<file path="src/sv/rqts_pkg.sv">
package rqts_pkg;

    localparam int DEPTH_DEF = 16;
    localparam int KEY_W     = 12;

    localparam logic OP_ARRIVE = 1'b0;
    localparam logic OP_TICK   = 1'b1;

    localparam logic [1:0] POL_SJF  = 2'd0;
    localparam logic [1:0] POL_SRT  = 2'd1;
    localparam logic [1:0] POL_RR   = 2'd2;
    localparam logic [1:0] POL_PRIO = 2'd3;

    typedef struct packed {
        logic       op;
        logic [7:0] task_id;
        logic [7:0] svc_units;
        logic [3:0] task_priority;
    } t_in;

    typedef struct packed {
        logic        rejected;
        logic        ran_valid;
        logic [7:0]  ran_task;
        logic        finished;
        logic [15:0] turnaround;
        logic [15:0] waiting;
        logic [4:0]  queued;
    } t_out;

    typedef struct packed {
        logic [7:0]  id;
        logic [7:0]  svc;
        logic [7:0]  rem;
        logic [3:0]  prio;
        logic [15:0] arr;
    } t_entry;

    typedef enum logic [2:0] {
        CMD_NONE,
        CMD_LOAD,
        CMD_REMOVE,
        CMD_ROTATE,
        CMD_DEC
    } t_cmd;

    typedef enum logic [1:0] {
        ST_IDLE,
        ST_SCAN,
        ST_ROT,
        ST_APPLY
    } t_state;

    typedef struct packed {
        t_cmd       cmd;
        logic [1:0] policy;
        logic       scan;
    } t_cell_ctl;

    // Ordering key: a smaller key wins the scan.
    function automatic logic [KEY_W-1:0] key_of(input t_entry e, input logic [1:0] pol);
        logic [KEY_W-1:0] k;
        case (pol)
            POL_SJF: k = {4'd0, e.svc};
            POL_SRT: k = {4'd0, e.rem};
            default: k = {e.prio, e.svc};
        endcase
        return k;
    endfunction

endpackage

</file>
<file path="src/sv/ready_queue_task_scheduler_core.sv">
// Ready-queue task scheduler.
// A transaction is taken at a rising edge with i_start high and o_busy low; its
// fields arrive on i_in. Each transaction yields exactly one result on o_out,
// shown for one cycle with o_done high; the receiver cannot stall, so it must
// take the result in that cycle.
// An arrive and a tick on an empty queue are answered straight from idle. A
// round robin tick passes through a rotate state and then an apply state, a
// shortest job first tick with a task already held goes straight to the apply
// state, and any other tick first scans the chain of queue cells, which
// carries the running best one cell per cycle, then applies. o_busy is low
// in the cycle o_done is high, so the next transaction can be taken there.
// The policy register is written through i_cfg_we / i_cfg_wdata; the user
// must write it only while idle, as the block does not enforce this. Reset
// empties the queue, drops any held task, clears the tick counter and selects
// shortest job first. Queue entries have no reset; only filled entries are ever read.
module ready_queue_task_scheduler_core import rqts_pkg::*; #(
    parameter int DEPTH = DEPTH_DEF
) (
    input  logic       i_clk,
    input  logic       i_rst_n,
    input  logic       i_start,
    input  t_in        i_in,
    output logic       o_busy,
    output logic       o_done,
    output t_out       o_out,
    input  logic       i_cfg_we,
    input  logic [1:0] i_cfg_wdata
);

    localparam int IW = (DEPTH > 1) ? $clog2(DEPTH) : 1;
    localparam int CW = $clog2(DEPTH + 1);
    localparam logic [IW-1:0] LAST = IW'(DEPTH - 1);

    // Control state.
    t_state        r_state, n_state;
    logic [1:0]    r_policy;
    logic [CW-1:0] r_count, n_count;
    logic [IW-1:0] r_held, n_held;
    logic          r_held_v, n_held_v;
    logic [15:0]   r_tick, n_tick;
    logic [IW-1:0] r_step, n_step;
    logic [IW-1:0] r_sel, n_sel;
    logic          r_from_scan, n_from_scan;
    logic          r_done, n_done;
    t_out          r_out, n_out;

    // Chain wiring.
    t_entry           w_entry [DEPTH];
    logic [KEY_W-1:0] w_bkey  [DEPTH];
    logic [IW-1:0]    w_bidx  [DEPTH];
    t_cell_ctl        w_ctl;
    logic [IW-1:0]    w_target;
    t_entry           w_load;

    logic          w_accept;
    logic          w_held_eff;
    logic [IW-1:0] w_sel;
    t_entry        w_cur;
    logic          w_fin;
    logic [15:0]   w_ta;

    assign w_accept = i_start && (r_state == ST_IDLE);
    // A hold survives only under shortest job first and only if its slot is still filled.
    assign w_held_eff = r_held_v && (r_policy == POL_SJF) && (CW'(r_held) < r_count);
    assign w_sel = r_from_scan ? w_bidx[DEPTH-1] : r_sel;
    assign w_cur = w_entry[w_sel];
    assign w_fin = (w_cur.rem <= 8'd1);
    assign w_ta  = r_tick + 16'd1 - w_cur.arr;

    assign w_load.id   = i_in.task_id;
    assign w_load.svc  = i_in.svc_units;
    assign w_load.rem  = i_in.svc_units;
    assign w_load.prio = i_in.task_priority;
    assign w_load.arr  = r_tick;

    genvar g;
    generate
        for (g = 0; g < DEPTH; g++) begin : g_cell
            rqts_cell #(
                .DEPTH (DEPTH),
                .IDX   (g)
            ) u_cell (
                .i_clk    (i_clk),
                .i_ctl    (w_ctl),
                .i_target (w_target),
                .i_count  (r_count),
                .i_step   (r_step),
                .i_load   (w_load),
                .i_next   (w_entry[(g < DEPTH - 1) ? g + 1 : g]),
                .i_head   (w_entry[0]),
                .i_bkey   (w_bkey[(g > 0) ? g - 1 : 0]),
                .i_bidx   (w_bidx[(g > 0) ? g - 1 : 0]),
                .o_entry  (w_entry[g]),
                .o_bkey   (w_bkey[g]),
                .o_bidx   (w_bidx[g])
            );
        end
    endgenerate

    // Next state.
    always_comb begin
        n_state = r_state;
        case (r_state)
            ST_IDLE: begin
                if (w_accept && i_in.op == OP_TICK && r_count != '0) begin
                    if (r_policy == POL_RR) begin
                        n_state = ST_ROT;
                    end else if (w_held_eff) begin
                        n_state = ST_APPLY;
                    end else begin
                        n_state = ST_SCAN;
                    end
                end
            end
            ST_SCAN: begin
                if (r_step == LAST) begin
                    n_state = ST_APPLY;
                end
            end
            ST_ROT:   n_state = ST_APPLY;
            ST_APPLY: n_state = ST_IDLE;
            default:  n_state = ST_IDLE;
        endcase
    end

    // Datapath and cell commands.
    always_comb begin
        n_count     = r_count;
        n_held      = r_held;
        n_held_v    = r_held_v;
        n_tick      = r_tick;
        n_step      = r_step;
        n_sel       = r_sel;
        n_from_scan = r_from_scan;
        n_done      = 1'b0;
        n_out       = r_out;
        w_ctl.cmd    = CMD_NONE;
        w_ctl.policy = r_policy;
        w_ctl.scan   = 1'b0;
        w_target     = r_sel;
        case (r_state)
            ST_IDLE: begin
                if (w_accept) begin
                    n_out = '0;
                    if (i_in.op == OP_ARRIVE) begin
                        n_done = 1'b1;
                        if (r_count >= CW'(DEPTH)) begin
                            n_out.rejected = 1'b1;
                        end else begin
                            w_ctl.cmd = CMD_LOAD;
                            n_count   = r_count + CW'(1);
                        end
                        n_out.queued = 5'(n_count);
                    end else begin
                        n_held_v = w_held_eff;
                        n_step   = '0;
                        if (r_count == '0) begin
                            n_done       = 1'b1;
                            n_tick       = r_tick + 16'd1;
                            n_out.queued = 5'(r_count);
                        end else if (r_policy == POL_RR) begin
                            n_from_scan = 1'b0;
                            n_sel       = IW'(r_count - CW'(1));
                        end else if (w_held_eff) begin
                            n_from_scan = 1'b0;
                            n_sel       = r_held;
                        end else begin
                            n_from_scan = 1'b1;
                        end
                    end
                end
            end
            ST_SCAN: begin
                w_ctl.scan = 1'b1;
                n_step     = r_step + IW'(1);
            end
            ST_ROT: begin
                w_ctl.cmd = CMD_ROTATE;
            end
            ST_APPLY: begin
                w_target = w_sel;
                n_done   = 1'b1;
                n_tick   = r_tick + 16'd1;
                if (r_from_scan && r_policy == POL_SJF) begin
                    n_held   = w_sel;
                    n_held_v = 1'b1;
                end
                n_out           = '0;
                n_out.ran_valid = 1'b1;
                n_out.ran_task  = w_cur.id;
                if (w_fin) begin
                    w_ctl.cmd        = CMD_REMOVE;
                    n_count          = r_count - CW'(1);
                    n_out.finished   = 1'b1;
                    n_out.turnaround = w_ta;
                    n_out.waiting    = (w_ta > {8'd0, w_cur.svc}) ? w_ta - {8'd0, w_cur.svc}
                                                                  : 16'd0;
                    // The held slot follows the gap closing behind the removed task.
                    if (n_held_v) begin
                        if (n_held == w_sel) begin
                            n_held_v = 1'b0;
                        end else if (n_held > w_sel) begin
                            n_held = n_held - IW'(1);
                        end
                    end
                end else begin
                    w_ctl.cmd = CMD_DEC;
                end
                n_out.queued = 5'(n_count);
            end
            default: begin
                n_done = 1'b0;
            end
        endcase
    end

    always_ff @(posedge i_clk) begin
        if (!i_rst_n) begin
            r_state  <= ST_IDLE;
            r_policy <= POL_SJF;
            r_count  <= '0;
            r_held   <= '0;
            r_held_v <= 1'b0;
            r_tick   <= '0;
            r_step   <= '0;
            r_done   <= 1'b0;
        end else begin
            r_state  <= n_state;
            r_count  <= n_count;
            r_held   <= n_held;
            r_held_v <= n_held_v;
            r_tick   <= n_tick;
            r_step   <= n_step;
            r_done   <= n_done;
            if (i_cfg_we) begin
                r_policy <= i_cfg_wdata;
            end
        end
    end

    always_ff @(posedge i_clk) begin
        r_sel       <= n_sel;
        r_from_scan <= n_from_scan;
        r_out       <= n_out;
    end

    assign o_busy = (r_state != ST_IDLE);
    assign o_done = r_done;
    assign o_out  = r_out;

`ifndef SYNTHESIS
    a_done_not_busy: assert property (@(posedge i_clk) disable iff (!i_rst_n)
        o_done |-> !o_busy)
        else $error("result shown while a transaction is still in work");

    a_count_bound: assert property (@(posedge i_clk) disable iff (!i_rst_n)
        r_count <= CW'(DEPTH))
        else $error("queue count exceeds depth");

    a_tick_goes_busy: assert property (@(posedge i_clk) disable iff (!i_rst_n)
        (i_start && !o_busy && i_in.op == OP_TICK && r_count != '0) |=> o_busy)
        else $error("tick on a filled queue did not start work");

    a_finish_ran: assert property (@(posedge i_clk) disable iff (!i_rst_n)
        (o_done && o_out.finished) |-> (o_out.ran_valid && !o_out.rejected))
        else $error("finished flag without a task that ran");
`endif

endmodule

</file>
<file path="src/sv/rqts_cell.sv">
module rqts_cell import rqts_pkg::*; #(
    parameter int DEPTH = DEPTH_DEF,
    parameter int IDX   = 0,
    localparam int IW   = (DEPTH > 1) ? $clog2(DEPTH) : 1,
    localparam int CW   = $clog2(DEPTH + 1)
) (
    input  logic             i_clk,
    input  t_cell_ctl        i_ctl,
    input  logic [IW-1:0]    i_target,
    input  logic [CW-1:0]    i_count,
    input  logic [IW-1:0]    i_step,
    input  t_entry           i_load,
    input  t_entry           i_next,
    input  t_entry           i_head,
    input  logic [KEY_W-1:0] i_bkey,
    input  logic [IW-1:0]    i_bidx,
    output t_entry           o_entry,
    output logic [KEY_W-1:0] o_bkey,
    output logic [IW-1:0]    o_bidx
);

    localparam logic [IW-1:0] MY   = IW'(IDX);
    localparam logic [CW-1:0] MY_C = CW'(IDX);

    t_entry           r_entry, n_entry;
    logic [KEY_W-1:0] r_bkey, n_bkey, w_key;
    logic [IW-1:0]    r_bidx, n_bidx;

    always_comb begin
        n_entry = r_entry;
        case (i_ctl.cmd)
            CMD_LOAD: begin
                if (MY_C == i_count) begin
                    n_entry = i_load;
                end
            end
            CMD_REMOVE: begin
                if (MY >= i_target) begin
                    n_entry = i_next;
                end
            end
            CMD_ROTATE: begin
                if (MY_C + CW'(1) == i_count) begin
                    n_entry = i_head;
                end else if (MY_C + CW'(1) < i_count) begin
                    n_entry = i_next;
                end
            end
            CMD_DEC: begin
                if (MY == i_target) begin
                    n_entry.rem = r_entry.rem - 8'd1;
                end
            end
            default: n_entry = r_entry;
        endcase
    end

    // The running best hops one cell per scan step; this cell joins when the step reaches it.
    always_comb begin
        w_key  = key_of(r_entry, i_ctl.policy);
        n_bkey = r_bkey;
        n_bidx = r_bidx;
        if (i_ctl.scan && i_step == MY) begin
            if (MY_C < i_count && (IDX == 0 || w_key < i_bkey)) begin
                n_bkey = w_key;
                n_bidx = MY;
            end else begin
                n_bkey = i_bkey;
                n_bidx = i_bidx;
            end
        end
    end

    always_ff @(posedge i_clk) begin
        r_entry <= n_entry;
        r_bkey  <= n_bkey;
        r_bidx  <= n_bidx;
    end

    assign o_entry = r_entry;
    assign o_bkey  = r_bkey;
    assign o_bidx  = r_bidx;

endmodule

</file>
<file path="config.mk">
export PLATFORM = sky130hd
export DESIGN_NAME = ready_queue_task_scheduler_core
export DESIGN_NICKNAME = d
export VERILOG_FILES = /design/src/sv/rqts_pkg.sv /design/src/sv/ready_queue_task_scheduler_core.sv /design/src/sv/rqts_cell.sv
export SDC_FILE = /design/constraint.sdc
export NUM_CORES = 2
export LEC_CHECK = 0
export ABC_AREA = 1
export BUFFER_PORTS_ARGS = -buffer_cell sky130_fd_sc_hd__buf_2
export CAP_MARGIN = 0
export CELL_PAD_IN_SITES_DETAIL_PLACEMENT = 1
export CELL_PAD_IN_SITES_GLOBAL_PLACEMENT = 2
export CORE_MARGIN = 3
export CORE_UTILIZATION = 40
export DETAILED_ROUTE_END_ITERATION = 10
export GPL_TIMING_DRIVEN = 0
export HOLD_SLACK_MARGIN = 0.02
export PLACE_DENSITY = 0.79
export SYNTH_ARGS = -nofsm -noshare
export SYNTH_HDL_FRONTEND = slang
export SYNTH_SLANG_ARGS = --single-unit
</file>
<file path="constraint.sdc">
create_clock -name i_clk -period 9.5 [get_ports i_clk]
set_input_delay 1.9 -clock i_clk [delete_from_list [all_inputs] [get_ports i_clk]]
set_output_delay 1.9 -clock i_clk [all_outputs]
set_load 0.005 [all_outputs]
</file>
==> flow_summary.ini <==
[outcome]
status = complete, but fails checks
violations = capacitance limit, slew limit

[timing]
rsz0062_at_grt = false
fmax_mhz = 118
max_slew_margin = -0.158
slew_viol_final = 526
finalHoldViolCount = 0
finClkSkew_ns = 0.0449
fin_crit_ns = 8.48
setup_viol = 0
worstMarginPinSlew_ns = 1.74
fin_crit_sh = 0.892
holdWs_ns = 0.506
fin_setup_tns_ns = 0

[synthesis]
synthMuxAreaShare = 0
netlist_area_um2 = 64300
synth.distinct_cells = 55
async_reset_ff_frac = 0
yosysSeqAreaShare = 0.471
synth_top_family_by_area = simple AND/OR/NAND/NOR gates
netlist_instances = 7704
synth_compound_area_frac = 0.178
avgSynthCellArea_um2 = 8.35
synth_fa_ha_area_frac = 0.0448
yosysWarnings = 0
synthesis.nets = 7960
synth_xor_area_frac = 0.0163
synth_edf_count = 986
synth.area.top_cells = edfxtp_1 46%, nand2_1 9.9%, o21ai_0 6.6%, nand3_1 5.5%, inv_1 4.5%
synth-simple-area-share = 0.206
yosysTopAreaCell = edfxtp_1
synth_top_flop_cell = edfxtp_1
ys_ff_latch = 1021
synth_top_cell_area_share = 0.460

[power_and_ir_drop]
peakVddDrop_uv = 240
p_per_area_nw_per_um2 = 381
p_leak_nw = 29.0

[clock_tree]
cts_setup_buffers = 0
clk_path_buf_depth = 3
cts_hold_buf = 0
cts_tree = yes
clk_latency_ns = 0.85
clock-sinks = 1021
path_clk_slew_ns = 0.06
htreeDepth = 4
numCtsBuffers = 133
ctsResizeCount = 0
clockRootBuffer = clkbuf_16

[grt]
grt_pass1_vias = 65900
grt_overflow_total = 0
grt_pass1_wl_um = 560000
antenna_found_initial = 60
grt_max_degree = 49
grt_usage = 0.499

[routing]
wl_um = 423000
drc = 0
wl_per_cell_um = 41.3
vias = 69900
vias_per_cell = 6.82
first_pass_iters = 8
first_iter_violations = 11600
antenna_left = 0

[setup_path]
crit_fanout = 10
crit_path_frequent_cell = nand2_1
crit_type = register to register
arrival_ns = 9.07
crit_path_max_incr_delay_ns = 1.16
crit_slowest_cell = buf_1
setup.worst_path.end_class = register
startpoint_type = register
cp_data_required_time_ns = 10.10

[floorplanning]
die_area_um2 = 166000
rows = 146
start_util = 0.404
design.core.area_um2 = 159000
die_y_um = 407
io-pin-count = 77
die_w_um = 407

[finish]
final_common_cell = nand2_1
layout.nets = 8217
final_cells = 10300
drive_gt1_frac = 0.0733
syn_to_final_growth_pct = 13.3
final_cell_mix = 1701 x nand2_1, 986 x edfxtp_1, 839 x o21ai_0

[placed_design]
io_buffers = 76
place.detailed.hpwl_um = 312000
gp_routability_congestion = 1.08
dp.cells = 9967

[flow_run]
max_cap_viol_count = 53

[min_path]
min_path_type = register to register
-- stage by stage --
step / worst slack [ns] / instance area, µm² / util / total power [W]
after floorplan: 4.24 / 64300 / - / 0.0149
after global placement: 0.0365 / 67400 / 0.423 / 0.0208
after detailed placement: 1.22 / 68400 / 0.430 / 0.0214
after CTS: 1.22 / 72700 / 0.457 / 0.0266
after global routing: 0.990 / 72800 / 0.457 / 0.0281
final: 1.02 / 72900 / 0.458 / 0.0278
-- layer usage --
metal,routed length (µm),up-vias,track usage
met5,126,-,0
met4,50100,22,0.463
li1,-,27600,-
met3,57000,1867,0.196
met2,168000,5978,0.695
met1,148000,34400,0.585
-- where the power goes --
group / internal, W / leakage, nW / switching (W)
clock network: 0.00298 / 2.10 / 0.00228
registers: 0.00777 / 9.53 / 0.00213
logic: 0.00309 / 17.4 / 0.00950
-- kinds of logic after synthesis --
kind of cell    count (synthesis)
fa+ha+maj                     229
xor+xnor                      120
compound gates               2000
simple gates                 3019
buf+inv                      1315
flops                        1021
-- critical path: cells and delay by family, from the launching register on --
family	cells	cell delay (ns)
compound gates	5	0.76
xor+xnor	1	0.42
fa+ha+maj	2	0.75
buf+inv	8	3.46
flops	1	0.45
simple gates	17	2.36
-- synthesized netlist by cell type, types with 7 or more instances --
cell type,count
o221ai_1,27
nand2_1,1702
buf_2,77
clkbuf_1,303
o21a_1,8
buf_4,54
buf_6,15
o211ai_1,236
dfxtp_1,35
o21bai_1,10
nor2_1,339
or2_2,27
edfxtp_1,986
o21ai_1,7
nand3b_1,120
ha_1,227
clkinv_1,55
a211oi_1,9
o31ai_1,13
o21ai_0,842
nand3_1,710
a21oi_1,399
xnor2_1,35
nand3_4,20
a32o_1,11
xor2_1,85
inv_1,763
nor3_1,54
nand4_1,31
o22ai_1,416
buf_1,40
-- final cells by class --
cell class                      count  area, µm²
Antenna cell                       41        103
Buffer                            491       2320
Clock buffer                      167       3580
Clock inverter                     73        706
Fill cell                       18800      86200
Inverter                          824       3100
Multi-Input combinational cell   5368      28800
Sequential cell                  1021      30300
Tap cell                         2146       2690
Timing Repair Buffer              122       1280
-- sequential cells by signal, indices dropped and copies added (netlist names) --
name	cells
r_step	4
g_cell.u_cell.o_entry	704
r_held	4
o_done	1
g_cell.u_cell.o_bidx	49
r_policy	2
r_tick	16
o_out	48
r_state	2
g_cell.u_cell.o_bkey	180
r_from_scan	1
r_sel	4
r_held_v	1
r_count	5
-- final timing paths --
kind         slack, ns                         end                        from  cells after the start
max reg2reg       1.02                   o_out[20]                 r_from_scan                     33
max               1.02                   o_out[20]                 r_from_scan                     33
min               0.51  g_cell[9].u_cell.o_bidx[2]  g_cell[8].u_cell.o_bidx[2]                      2
min reg2reg       0.51  g_cell[9].u_cell.o_bidx[2]  g_cell[8].u_cell.o_bidx[2]                      2
No activity file was read; power rests on OpenSTA's default activity.
